## config.mk

```make
export PLATFORM = sky130hd
export DESIGN_NAME = bounded_max_priority_queue
export DESIGN_NICKNAME = d
export VERILOG_FILES = /design/src/sv/bmpq_pkg.sv /design/src/sv/bmpq_ram.sv /design/src/sv/bmpq_seq.sv /design/src/sv/bounded_max_priority_queue.sv
export SDC_FILE = /design/constraint.sdc
export NUM_CORES = 1
export LEC_CHECK = 0
export BUFFER_PORTS_ARGS = -buffer_cell sky130_fd_sc_hd__buf_2
export CAP_MARGIN = 20
export CORE_MARGIN = 3
export CORE_UTILIZATION = 50
export DETAILED_ROUTE_END_ITERATION = 6
export PLACE_DENSITY = 0.78
export SETUP_SLACK_MARGIN = 0.5
export SLEW_MARGIN = 5
export SYNTH_ARGS = -nofsm -noshare
export SYNTH_HDL_FRONTEND = slang
export SYNTH_SLANG_ARGS = --single-unit
```

## constraint.sdc

```tcl
create_clock -name i_clk -period 6.2 [get_ports i_clk]
set_input_delay 0.62 -clock i_clk [delete_from_list [all_inputs] [get_ports i_clk]]
set_output_delay 0.62 -clock i_clk [all_outputs]
set_load 0.1 [all_outputs]
```

## src/sv/bmpq_pkg.sv

```systemverilog
// Package for the bounded max priority queue.
// Word types, operation and status codes, sequencer states. No dependencies.
package bmpq_pkg;

    // Operation codes carried in the mode field
    localparam logic [1:0] MODE_INSERT = 2'd0;
    localparam logic [1:0] MODE_REMOVE = 2'd1;
    localparam logic [1:0] MODE_PEEK   = 2'd2;

    // Status codes
    localparam logic [1:0] ST_OK        = 2'd0;
    localparam logic [1:0] ST_OVERFLOW  = 2'd1;
    localparam logic [1:0] ST_UNDERFLOW = 2'd2;

    localparam int unsigned DATA_W  = 32;
    localparam int unsigned COUNT_W = 5;

    // Input word
    typedef struct packed {
        logic [1:0]               mode;
        logic signed [DATA_W-1:0] value;
    } t_in_word;

    // Result word
    typedef struct packed {
        logic signed [DATA_W-1:0] result_value;
        logic [1:0]               status;
        logic                     is_empty;
        logic [COUNT_W-1:0]       count;
    } t_out_word;

    // Sequencer states
    typedef enum logic [2:0] {
        S_IDLE,
        S_INS_CMP,
        S_INS_PUT,
        S_POP,
        S_DONE
    } t_state;

endpackage

```

## src/sv/bmpq_ram.sv

```systemverilog
// Generic single-port-write, single-port-read RAM with registered read data.
// No package dependencies.
module bmpq_ram #(
    parameter int unsigned WIDTH = 32,
    parameter int unsigned DEPTH = 16
) (
    input  logic                                   i_clk,
    input  logic                                   i_we,
    input  logic [((DEPTH > 1) ? $clog2(DEPTH) : 1)-1:0] i_waddr,
    input  logic [WIDTH-1:0]                       i_wdata,
    input  logic [((DEPTH > 1) ? $clog2(DEPTH) : 1)-1:0] i_raddr,
    output logic [WIDTH-1:0]                       o_rdata
);

    logic [WIDTH-1:0] r_mem [DEPTH];
    logic [WIDTH-1:0] r_rdata;

    // Write port
    always_ff @(posedge i_clk) begin
        if (i_we) begin
            r_mem[i_waddr] <= i_wdata;
        end
    end

    // Registered read port
    always_ff @(posedge i_clk) begin
        r_rdata <= r_mem[i_raddr];
    end

    assign o_rdata = r_rdata;

endmodule

```

## src/sv/bmpq_seq.sv

```systemverilog
// Sequencer and shared compare unit for the bounded max priority queue.
// Depends on bmpq_pkg; drives the entry RAM ports.
module bmpq_seq #(
    parameter int unsigned CAPACITY = 16,
    parameter int unsigned AW       = 4
) (
    input  logic                        i_clk,
    input  logic                        i_rst_n,
    input  logic                        i_in_valid,
    output logic                        o_in_ready,
    input  bmpq_pkg::t_in_word          i_in_word,
    output logic                        o_done,
    input  logic                        i_take,
    output bmpq_pkg::t_out_word         o_out_word,
    output logic                        o_we,
    output logic [AW-1:0]               o_waddr,
    output logic [bmpq_pkg::DATA_W-1:0] o_wdata,
    output logic [AW-1:0]               o_raddr,
    input  logic [bmpq_pkg::DATA_W-1:0] i_rdata
);
    import bmpq_pkg::*;

    localparam int unsigned FW = $clog2(CAPACITY + 1);

    t_state                    r_state, n_state;
    logic [FW-1:0]             r_fill, n_fill;
    logic [AW-1:0]             r_pos, n_pos;
    logic [1:0]                r_mode, n_mode;
    logic signed [DATA_W-1:0]  r_val, n_val;
    logic signed [DATA_W-1:0]  r_res, n_res;
    logic [1:0]                r_status, n_status;

    logic w_accept;
    logic w_full;
    logic w_empty;
    logic w_is_ins;
    logic w_is_pop;
    logic w_gt;

    assign w_accept = i_in_valid && o_in_ready;
    assign w_full   = (r_fill == FW'(CAPACITY));
    assign w_empty  = (r_fill == '0);
    assign w_is_ins = (i_in_word.mode == MODE_INSERT);
    assign w_is_pop = (i_in_word.mode == MODE_REMOVE) || (i_in_word.mode == MODE_PEEK);

    // Shared compare unit: stored entry against the value being inserted
    assign w_gt = ($signed(i_rdata) > r_val);

    // Next state
    always_comb begin
        n_state = r_state;
        unique case (r_state)
            S_IDLE: begin
                if (w_accept) begin
                    if (w_is_ins) begin
                        if (w_full) begin
                            n_state = S_DONE;
                        end else if (w_empty) begin
                            n_state = S_INS_PUT;
                        end else begin
                            n_state = S_INS_CMP;
                        end
                    end else if (w_is_pop) begin
                        n_state = w_empty ? S_DONE : S_POP;
                    end else begin
                        n_state = S_DONE;
                    end
                end
            end
            S_INS_CMP: begin
                if (w_gt) begin
                    n_state = (r_pos == AW'(1)) ? S_INS_PUT : S_INS_CMP;
                end else begin
                    n_state = S_DONE;
                end
            end
            S_INS_PUT: n_state = S_DONE;
            S_POP:     n_state = S_DONE;
            S_DONE: begin
                if (i_take) begin
                    n_state = S_IDLE;
                end
            end
            default:   n_state = S_IDLE;
        endcase
    end

    // Outputs and datapath next values
    always_comb begin
        o_in_ready = 1'b0;
        o_done     = 1'b0;
        o_we       = 1'b0;
        o_waddr    = r_pos;
        o_wdata    = r_val;
        o_raddr    = AW'(r_fill - FW'(1));
        n_fill     = r_fill;
        n_pos      = r_pos;
        n_mode     = r_mode;
        n_val      = r_val;
        n_res      = r_res;
        n_status   = r_status;
        unique case (r_state)
            S_IDLE: begin
                o_in_ready = 1'b1;
                if (w_accept) begin
                    n_mode   = i_in_word.mode;
                    n_val    = i_in_word.value;
                    n_pos    = AW'(r_fill);
                    n_res    = '0;
                    n_status = ST_OK;
                    if (w_is_ins && w_full) begin
                        n_status = ST_OVERFLOW;
                    end else if (w_is_pop && w_empty) begin
                        n_status = ST_UNDERFLOW;
                    end
                end
            end
            S_INS_CMP: begin
                // rdata holds the entry just below the gap at r_pos
                o_we = 1'b1;
                if (w_gt) begin
                    o_wdata = i_rdata;
                    n_pos   = r_pos - AW'(1);
                    o_raddr = r_pos - AW'(2);
                end else begin
                    n_fill = r_fill + FW'(1);
                end
            end
            S_INS_PUT: begin
                o_we   = 1'b1;
                n_fill = r_fill + FW'(1);
            end
            S_POP: begin
                n_res = $signed(i_rdata);
                if (r_mode == MODE_REMOVE) begin
                    n_fill = r_fill - FW'(1);
                end
            end
            S_DONE: begin
                o_done = 1'b1;
            end
            default: begin
                o_done = 1'b0;
            end
        endcase
    end

    // Control registers
    always_ff @(posedge i_clk) begin
        if (!i_rst_n) begin
            r_state <= S_IDLE;
            r_fill  <= '0;
        end else begin
            r_state <= n_state;
            r_fill  <= n_fill;
        end
    end

    // Payload registers
    always_ff @(posedge i_clk) begin
        r_pos    <= n_pos;
        r_mode   <= n_mode;
        r_val    <= n_val;
        r_res    <= n_res;
        r_status <= n_status;
    end

    // Result word as seen after this operation
    always_comb begin
        o_out_word.result_value = r_res;
        o_out_word.status       = r_status;
        o_out_word.is_empty     = (r_fill == '0);
        o_out_word.count        = COUNT_W'(r_fill);
    end

endmodule

```

## src/sv/bounded_max_priority_queue.sv

```systemverilog
// Top level of the bounded max priority queue: sequencer, entry RAM, output register.
// Depends on bmpq_pkg, bmpq_ram and bmpq_seq.
//
// Sorted-array max priority queue of CAPACITY signed 32-bit entries, held in
// ascending order in a RAM with one write and one read port, so the largest
// sits in the top slot. One operation is taken at a time; o_in_ready is high
// only while the sequencer is idle. A refused insert, a failed remove/peek or
// an unused mode goes from idle straight to S_DONE; a remove or peek passes
// through S_POP; an insert steps through S_INS_CMP as it moves each larger
// entry up a slot, and through S_INS_PUT at the bottom slot or on an empty
// queue, since the one comparator and the one RAM write port handle one entry
// per cycle. The block takes its next word in the cycle after the result is
// loaded. A finished result sits in the output register, so a new word can be
// accepted while the previous result waits for i_out_ready; the next result
// then holds the sequencer, and with it the input, until that register frees up.
module bounded_max_priority_queue #(
    parameter int unsigned CAPACITY = 16
) (
    input  logic                i_clk,
    input  logic                i_rst_n,
    input  logic                i_in_valid,
    output logic                o_in_ready,
    input  bmpq_pkg::t_in_word  i_in_word,
    output logic                o_out_valid,
    input  logic                i_out_ready,
    output bmpq_pkg::t_out_word o_out_word
);
    import bmpq_pkg::*;

    localparam int unsigned AW = (CAPACITY > 1) ? $clog2(CAPACITY) : 1;

    logic              w_we;
    logic [AW-1:0]     w_waddr;
    logic [AW-1:0]     w_raddr;
    logic [DATA_W-1:0] w_wdata;
    logic [DATA_W-1:0] w_rdata;
    logic              w_done;
    logic              w_take;
    t_out_word         w_res_word;

    logic      r_out_valid;
    t_out_word r_out_word;

    // Output slot free, or being emptied this cycle
    assign w_take = w_done && (!r_out_valid || i_out_ready);

    bmpq_seq #(
        .CAPACITY (CAPACITY),
        .AW       (AW)
    ) u_seq (
        .i_clk      (i_clk),
        .i_rst_n    (i_rst_n),
        .i_in_valid (i_in_valid),
        .o_in_ready (o_in_ready),
        .i_in_word  (i_in_word),
        .o_done     (w_done),
        .i_take     (w_take),
        .o_out_word (w_res_word),
        .o_we       (w_we),
        .o_waddr    (w_waddr),
        .o_wdata    (w_wdata),
        .o_raddr    (w_raddr),
        .i_rdata    (w_rdata)
    );

    bmpq_ram #(
        .WIDTH (DATA_W),
        .DEPTH (CAPACITY)
    ) u_entries (
        .i_clk   (i_clk),
        .i_we    (w_we),
        .i_waddr (w_waddr),
        .i_wdata (w_wdata),
        .i_raddr (w_raddr),
        .o_rdata (w_rdata)
    );

    // Output register valid
    always_ff @(posedge i_clk) begin
        if (!i_rst_n) begin
            r_out_valid <= 1'b0;
        end else if (w_take) begin
            r_out_valid <= 1'b1;
        end else if (i_out_ready) begin
            r_out_valid <= 1'b0;
        end
    end

    // Output register word
    always_ff @(posedge i_clk) begin
        if (w_take) begin
            r_out_word <= w_res_word;
        end
    end

    assign o_out_valid = r_out_valid;
    assign o_out_word  = r_out_word;

endmodule

```

== Yosys cells after proc, flatten, opt, wreduce, memory -nomap -nowiden ==
Memories as Yosys holds them, arrays and structs flattened. A register that Yosys moved wholly into a read port is not among the register bits.
Cells that the tools add are included.
Storage, ports and cells
  bits in registers: 121
  bits in writable memories: 512
  bits of input ports: 38
  output and inout bits: 42
  logic and storage cells: 83
  memories: 1
Memory list
  u_entries.r_mem: words 16, bits a word 32, rd ports 1, clocked after memory_dff 1, wr ports 1, line bmpq_ram.sv:15  | logic [WIDTH-1:0] r_mem [DEPTH];
Cells by class
  $add $sub $neg: 4
  magnitude comparators: 1
  equality and inequality tests: 14
  muxes and demuxes: 30
  reduce and logical (&&, ||, !) cells: 21
Operators with widths (count)
  32-bit two-way mux: 3
  32-bit one-hot mux with 2 select lines: 1
  32-bit > comparator: 1
  3-bit two-way mux: 7
  4-bit two-way mux: 4
  5-bit one-hot mux with 3 select lines: 1
  3-bit one-hot mux with 4 select lines: 1
  5-bit two-way mux: 2
  2-bit by 1-bit != test with 1-bit output, second input constant: 4
  4-bit one-hot mux with 2 select lines: 1
  1-bit two-way mux: 7
  3-bit by 2-bit equality test with 1-bit output, second input constant: 2
  2-bit two-way mux: 3
  2-bit AND reduction: 3
  3-bit AND reduction: 2
  2-bit nonzero test: 3
  5-bit by 1-bit adder with 5-bit output, second input constant: 1
  5-bit equality test, second input constant: 1
  5-bit logical NOT: 1
  5-bit by 1-bit subtractor with 5-bit output, second input constant: 1
  2-bit by 1-bit equality test with 1-bit output, second input constant: 2
  4-bit by 1-bit equality test with 1-bit output, second input constant: 1
  1-bit logical AND: 4
  2-bit OR reduction: 2
  11 further kinds: 12

== Depth between registers and ports, before layout ==
  depth in word-level cells: 6
  mapped depth: 13
  gate-level depth less buffers: 11

== Modules after synthesis ==
Synthesis repeated with hierarchy kept, for this count alone.
Unflattened totals
  cell total of the unflattened synthesis: 1270
  area total of the unflattened synthesis: 25653.4 µm²
Modules (own cells, without submodules)
  bmpq_ram: instances 1, cells an instance 838, area each 19835.3 µm², seq. area each 16015.4 µm²
  bmpq_seq: instances 1, cells an instance 388, area each 4569.4 µm², seq. area each 2322.2 µm²
  bounded_max_priority_queue: instances 1, cells an instance 44, area each 1248.7 µm², seq. area each 1221.2 µm²

== Worst setup path before layout ==
OpenSTA, ideal clock, no wires.
  kind: register to register
  from: register u_seq.r_state[2]
  to: register u_seq.r_mode[0], enable pin
  library setup time: 0.391 ns
  data arrival time: 3.796 ns
  required time: 5.809 ns
  path slack: 2.013 ns
  cell stages (with the launch flop): 5
  buffers on the path: 1
  period minus slack after synthesis: 4.187 ns
  cells stage by stage: dfxtp_1 clkbuf_1 nor3_1 nand2_1 inv_1
On the way
  cells in the longest elaborated chain, start to end: 4
Ends and longest elaborated chain
  from (decl): line bmpq_seq.sv:25  | t_state r_state, n_state;
  from (signal assigned): line bmpq_seq.sv:154  | r_state <= n_state;
  3-bit logical NOT: line bmpq_seq.sv:102  | unique case (r_state)
  1-bit two-way mux: line bmpq_seq.sv:102
  via o_in_ready: line bounded_max_priority_queue.sv:22  | output logic o_in_ready,
  1-bit logical AND: line bmpq_seq.sv:40  | assign w_accept = i_in_valid && o_in_ready;
  2-bit AND reduction (no source line)
  to (signal assigned): line bmpq_seq.sv:162  | r_mode <= n_mode;
  to (decl): line bmpq_seq.sv:28  | logic [1:0] r_mode, n_mode;
The timed path passes the listed nets, and every way through them passes these cells.
A chain may end at the register's enable or synchronous reset.

== Final worst setup path ==
  from: register u_seq.r_val[27]
  to: register u_entries.r_rdata[8], in the netlist u_entries.o_rdata[8], read port of u_entries.r_mem
On the way
  cells in the longest elaborated chain, start to end: 3
Ends and longest elaborated chain
  from (decl): line bmpq_seq.sv:29  | logic signed [DATA_W-1:0] r_val, n_val;
  from (signal assigned): line bmpq_seq.sv:163  | r_val <= n_val;
  32-bit > comparator: line bmpq_seq.sv:47  | assign w_gt = ($signed(i_rdata) > r_val);
  4-bit two-way mux: line bmpq_seq.sv:121  | if (w_gt) begin
  4-bit two-way mux: line bmpq_seq.sv:102
  to (decl): line bmpq_ram.sv:16  | logic [WIDTH-1:0] r_rdata;
No other way between the ends.

==> impl_metrics.csv <==
group,metric,value,unit
critical_path,crit_path_start_kind,"flip-flop",
clock_tree,root_buffer,"clkbuf_16",
detailed_routing,remaining_drc_errors,0,
critical_path,rrSetupSlack,1170,ps
detailed_routing,drt-total-wl,59.72,mm
synthesis,avgSynthCellArea,17.02,um^2
outcome,outcome,"complete, no violations",
final_layout,nFillCells,3659,
detailed_routing,drt_pass1_iterations,6,
synthesis,synth_nets,1588,
placement,dp_hpwl,31.66,mm
clock_tree,cts_sinks,665,
placement,gp_congestion,0.8211,
power_and_ir_drop,cellPowerDensity,343.5,nW/um^2
critical_path,cp_num_buf_inv,2,
detailed_routing,vias,14260,
critical_path,cp.required,6650,ps
floorplanning,die_y,232.7,um
floorplanning,initial_core_util,0.5089,
global_routing,antenna_found_initial,0,
clock_tree,cts_hold_buf,0,
final_layout,final_cell_mix,"edfxtp_1, mux2i_1, o22ai_1",
power_and_ir_drop,ir_drop,0.1854,mV
sta,max_freq,0.1988,GHz
clock_tree,clockBufferDepth,3,
floorplanning,row_count,82,
synthesis,synth-edff-count,624,
synthesis,synth_top_area_share,0.7294,
critical_path,cp.arrival,5480,ps
final_layout,layout.cells.most_common,"edfxtp_1",
critical_path,max_stage_delay,870,ps
synthesis,yosys.area.top_type,"edfxtp_1",
clock_tree,ctsResizeCount,0,
sta,tightestPinTransition,1033,ps
placement,io_buffers,79,
sta,final.setup_skew,21.93,ps
floorplanning,dieArea,54130,um^2
synthesis,synthArstFlopShare,0,
critical_path,critPathMaxFanout,76,
sta,min_period_over_period,0.8112,
synthesis,synth.distinct_cells,50,
synthesis,synthTopCellsByArea,"edfxtp_1, mux2i_1, dfxtp_1",
hold_path,hp-class,"in -> reg",
synthesis,netlist_area,25690,um^2
power_and_ir_drop,p_leak,11.62,nW
clock_tree,cts_tree,"built",
sta,final.setup.tns,0,ps
critical_path,critPathCaptureType,"flip-flop",
critical_path,crit_type,"reg -> reg",
sta,rsz0062_at_grt,"no",
clock_tree,postCtsSetupRepairBufs,0,
final_layout,nets,1733,
synthesis,ys_ff_latch,665,
critical_path,path_cells,"inv_1, ha_1, nand4_1, or2_1, or4_4, a31oi_4, o211a_4, nor4_1, a41oi_4, buf_4, o22ai_1, or4_1",
sta,hold_viol,0,
sta,hold_slack,205.3,ps
sta,setup_viol,0,
global_routing,overflow,0,
global_routing,track_usage,0.2184,
final_layout,n_antenna_cell,0,
detailed_routing,postRouteAntennaNets,0,
global_routing,grt_max_degree,87,
critical_path,critPathTopFamily,"compound AO/OA/AOI/OAI gates",
sta,min_period,5030,ps
global_routing,grt_pass1_wl,86.86,mm
final_layout,area_delta_synth_final,15.63,%
final_layout,drive_gt1_frac,0.1656,
synthesis,yosysSeqAreaShare,0.7614,
floorplanning,die_w,232.7,um
detailed_routing,via_per_inst,5.990,
flow_run,max_cap_violations,0,
clock_tree,cts.htree.levels,3,
synthesis,yosysWarnings,0,
sta,slew_headroom,0.3089,
floorplanning,num_io_pins,80,
synthesis,syn_inst,1509,
clock_tree,clk_latency,590,ps
global_routing,grt_pass1_vias,13890,
sta,slew_violations,0,
detailed_routing,routedWlPerCell,25.08,um
synthesis,synthFlopType,"edfxtp_1",
critical_path,slowest_stage,"a41oi_4",
clock_tree,numCtsBuffers,68,
clock_tree,path_clk_slew,60,ps
floorplanning,core,50480,um^2
detailed_routing,drt_iter0_markers,1657,
worst paths after layout:
check,startpoint,endpoint,cells after the start
max,u_seq.r_val[27]$_DFFE_PP_,u_entries.o_rdata[8]$_DFF_P_,12
min,i_in_word[12],u_seq.r_val[12]$_DFFE_PP_,1
max reg2reg,u_seq.r_val[27]$_DFFE_PP_,u_entries.o_rdata[8]$_DFF_P_,12
min reg2reg,u_seq.r_res[31]$_SDFFCE_PN0P_,o_out_word[39]$_DFFE_PP_,0
synthesized netlist by cell type, drive strengths merged, types with 21 or more instances:
cell	number
o21ai	38
buf	44
o22ai	129
or4	33
nand2	60
clkbuf	28
edfxtp	624
a21oi	21
dfxtp	41
and2	36
ha	41
nor2	30
inv	42
mux2i	258
final cells by class:
class | count | area (um^2) | share of cell area
clock inverter | 34 | 455.4 | 0.01533
inverter | 42 | 157.7 | 0.005308
sequential | 665 | 19560 | 0.6585
multi-input combinational | 730 | 5884 | 0.1981
clock buffer | 91 | 1849 | 0.06226
tap | 672 | 840.8 | 0.02831
timing repair buffer | 147 | 955.9 | 0.03218
where the power goes:
part	switching, mW	internal (mW)
combinational	0.591	0.275
clock	1.67	2.53
sequential	0.0776	5.06
total	2.33	7.87
through the flow:
stage          cell area, um^2  cells  setup WS (ps)  utilization  power (mW)
4_1_cts                  29660   2379           1218       0.5876       10.23
3_3_place_gp             27270   2239           1311       0.5402       6.043
2_1_floorplan            25690   1509           2013            -       5.792
6_report                 29700   2381           1170       0.5884       10.20
3_5_place_dp             27360   2254           1232       0.5420       6.075
5_1_grt                  29700   2381           1035       0.5884       10.49
per-layer routing:
layer  GRT usage  up-vias  share of wire
met1      0.3100     7140           0.41
met4     0.08661        0          0.031
li1            -     6227              -
met3     0.03844      135          0.097
met5           0        -              0
met2      0.3384      759           0.46
kinds of logic after synthesis:
logic type      after synthesis  synth area share
compound gates              215           0.05275
buf+inv                     114           0.01885
mux                         258            0.1005
flops                       665            0.7614
simple gates                201           0.04140
fa+ha+maj                    41           0.01997
xor+xnor                     15          0.005114
registers in the layout (all words and copies together), names as in the netlist:
name / count
o_out_word: 40
u_seq.r_res: 32
u_seq.r_val: 32
u_entries.r_mem: 512
u_seq.o_waddr: 4
u_seq.r_fill: 5
o_out_valid: 1
u_seq.r_state: 3
u_seq.r_status: 2
u_seq.r_mode: 2
u_entries.o_rdata: 32
Power figures use the tool's default switching activity.
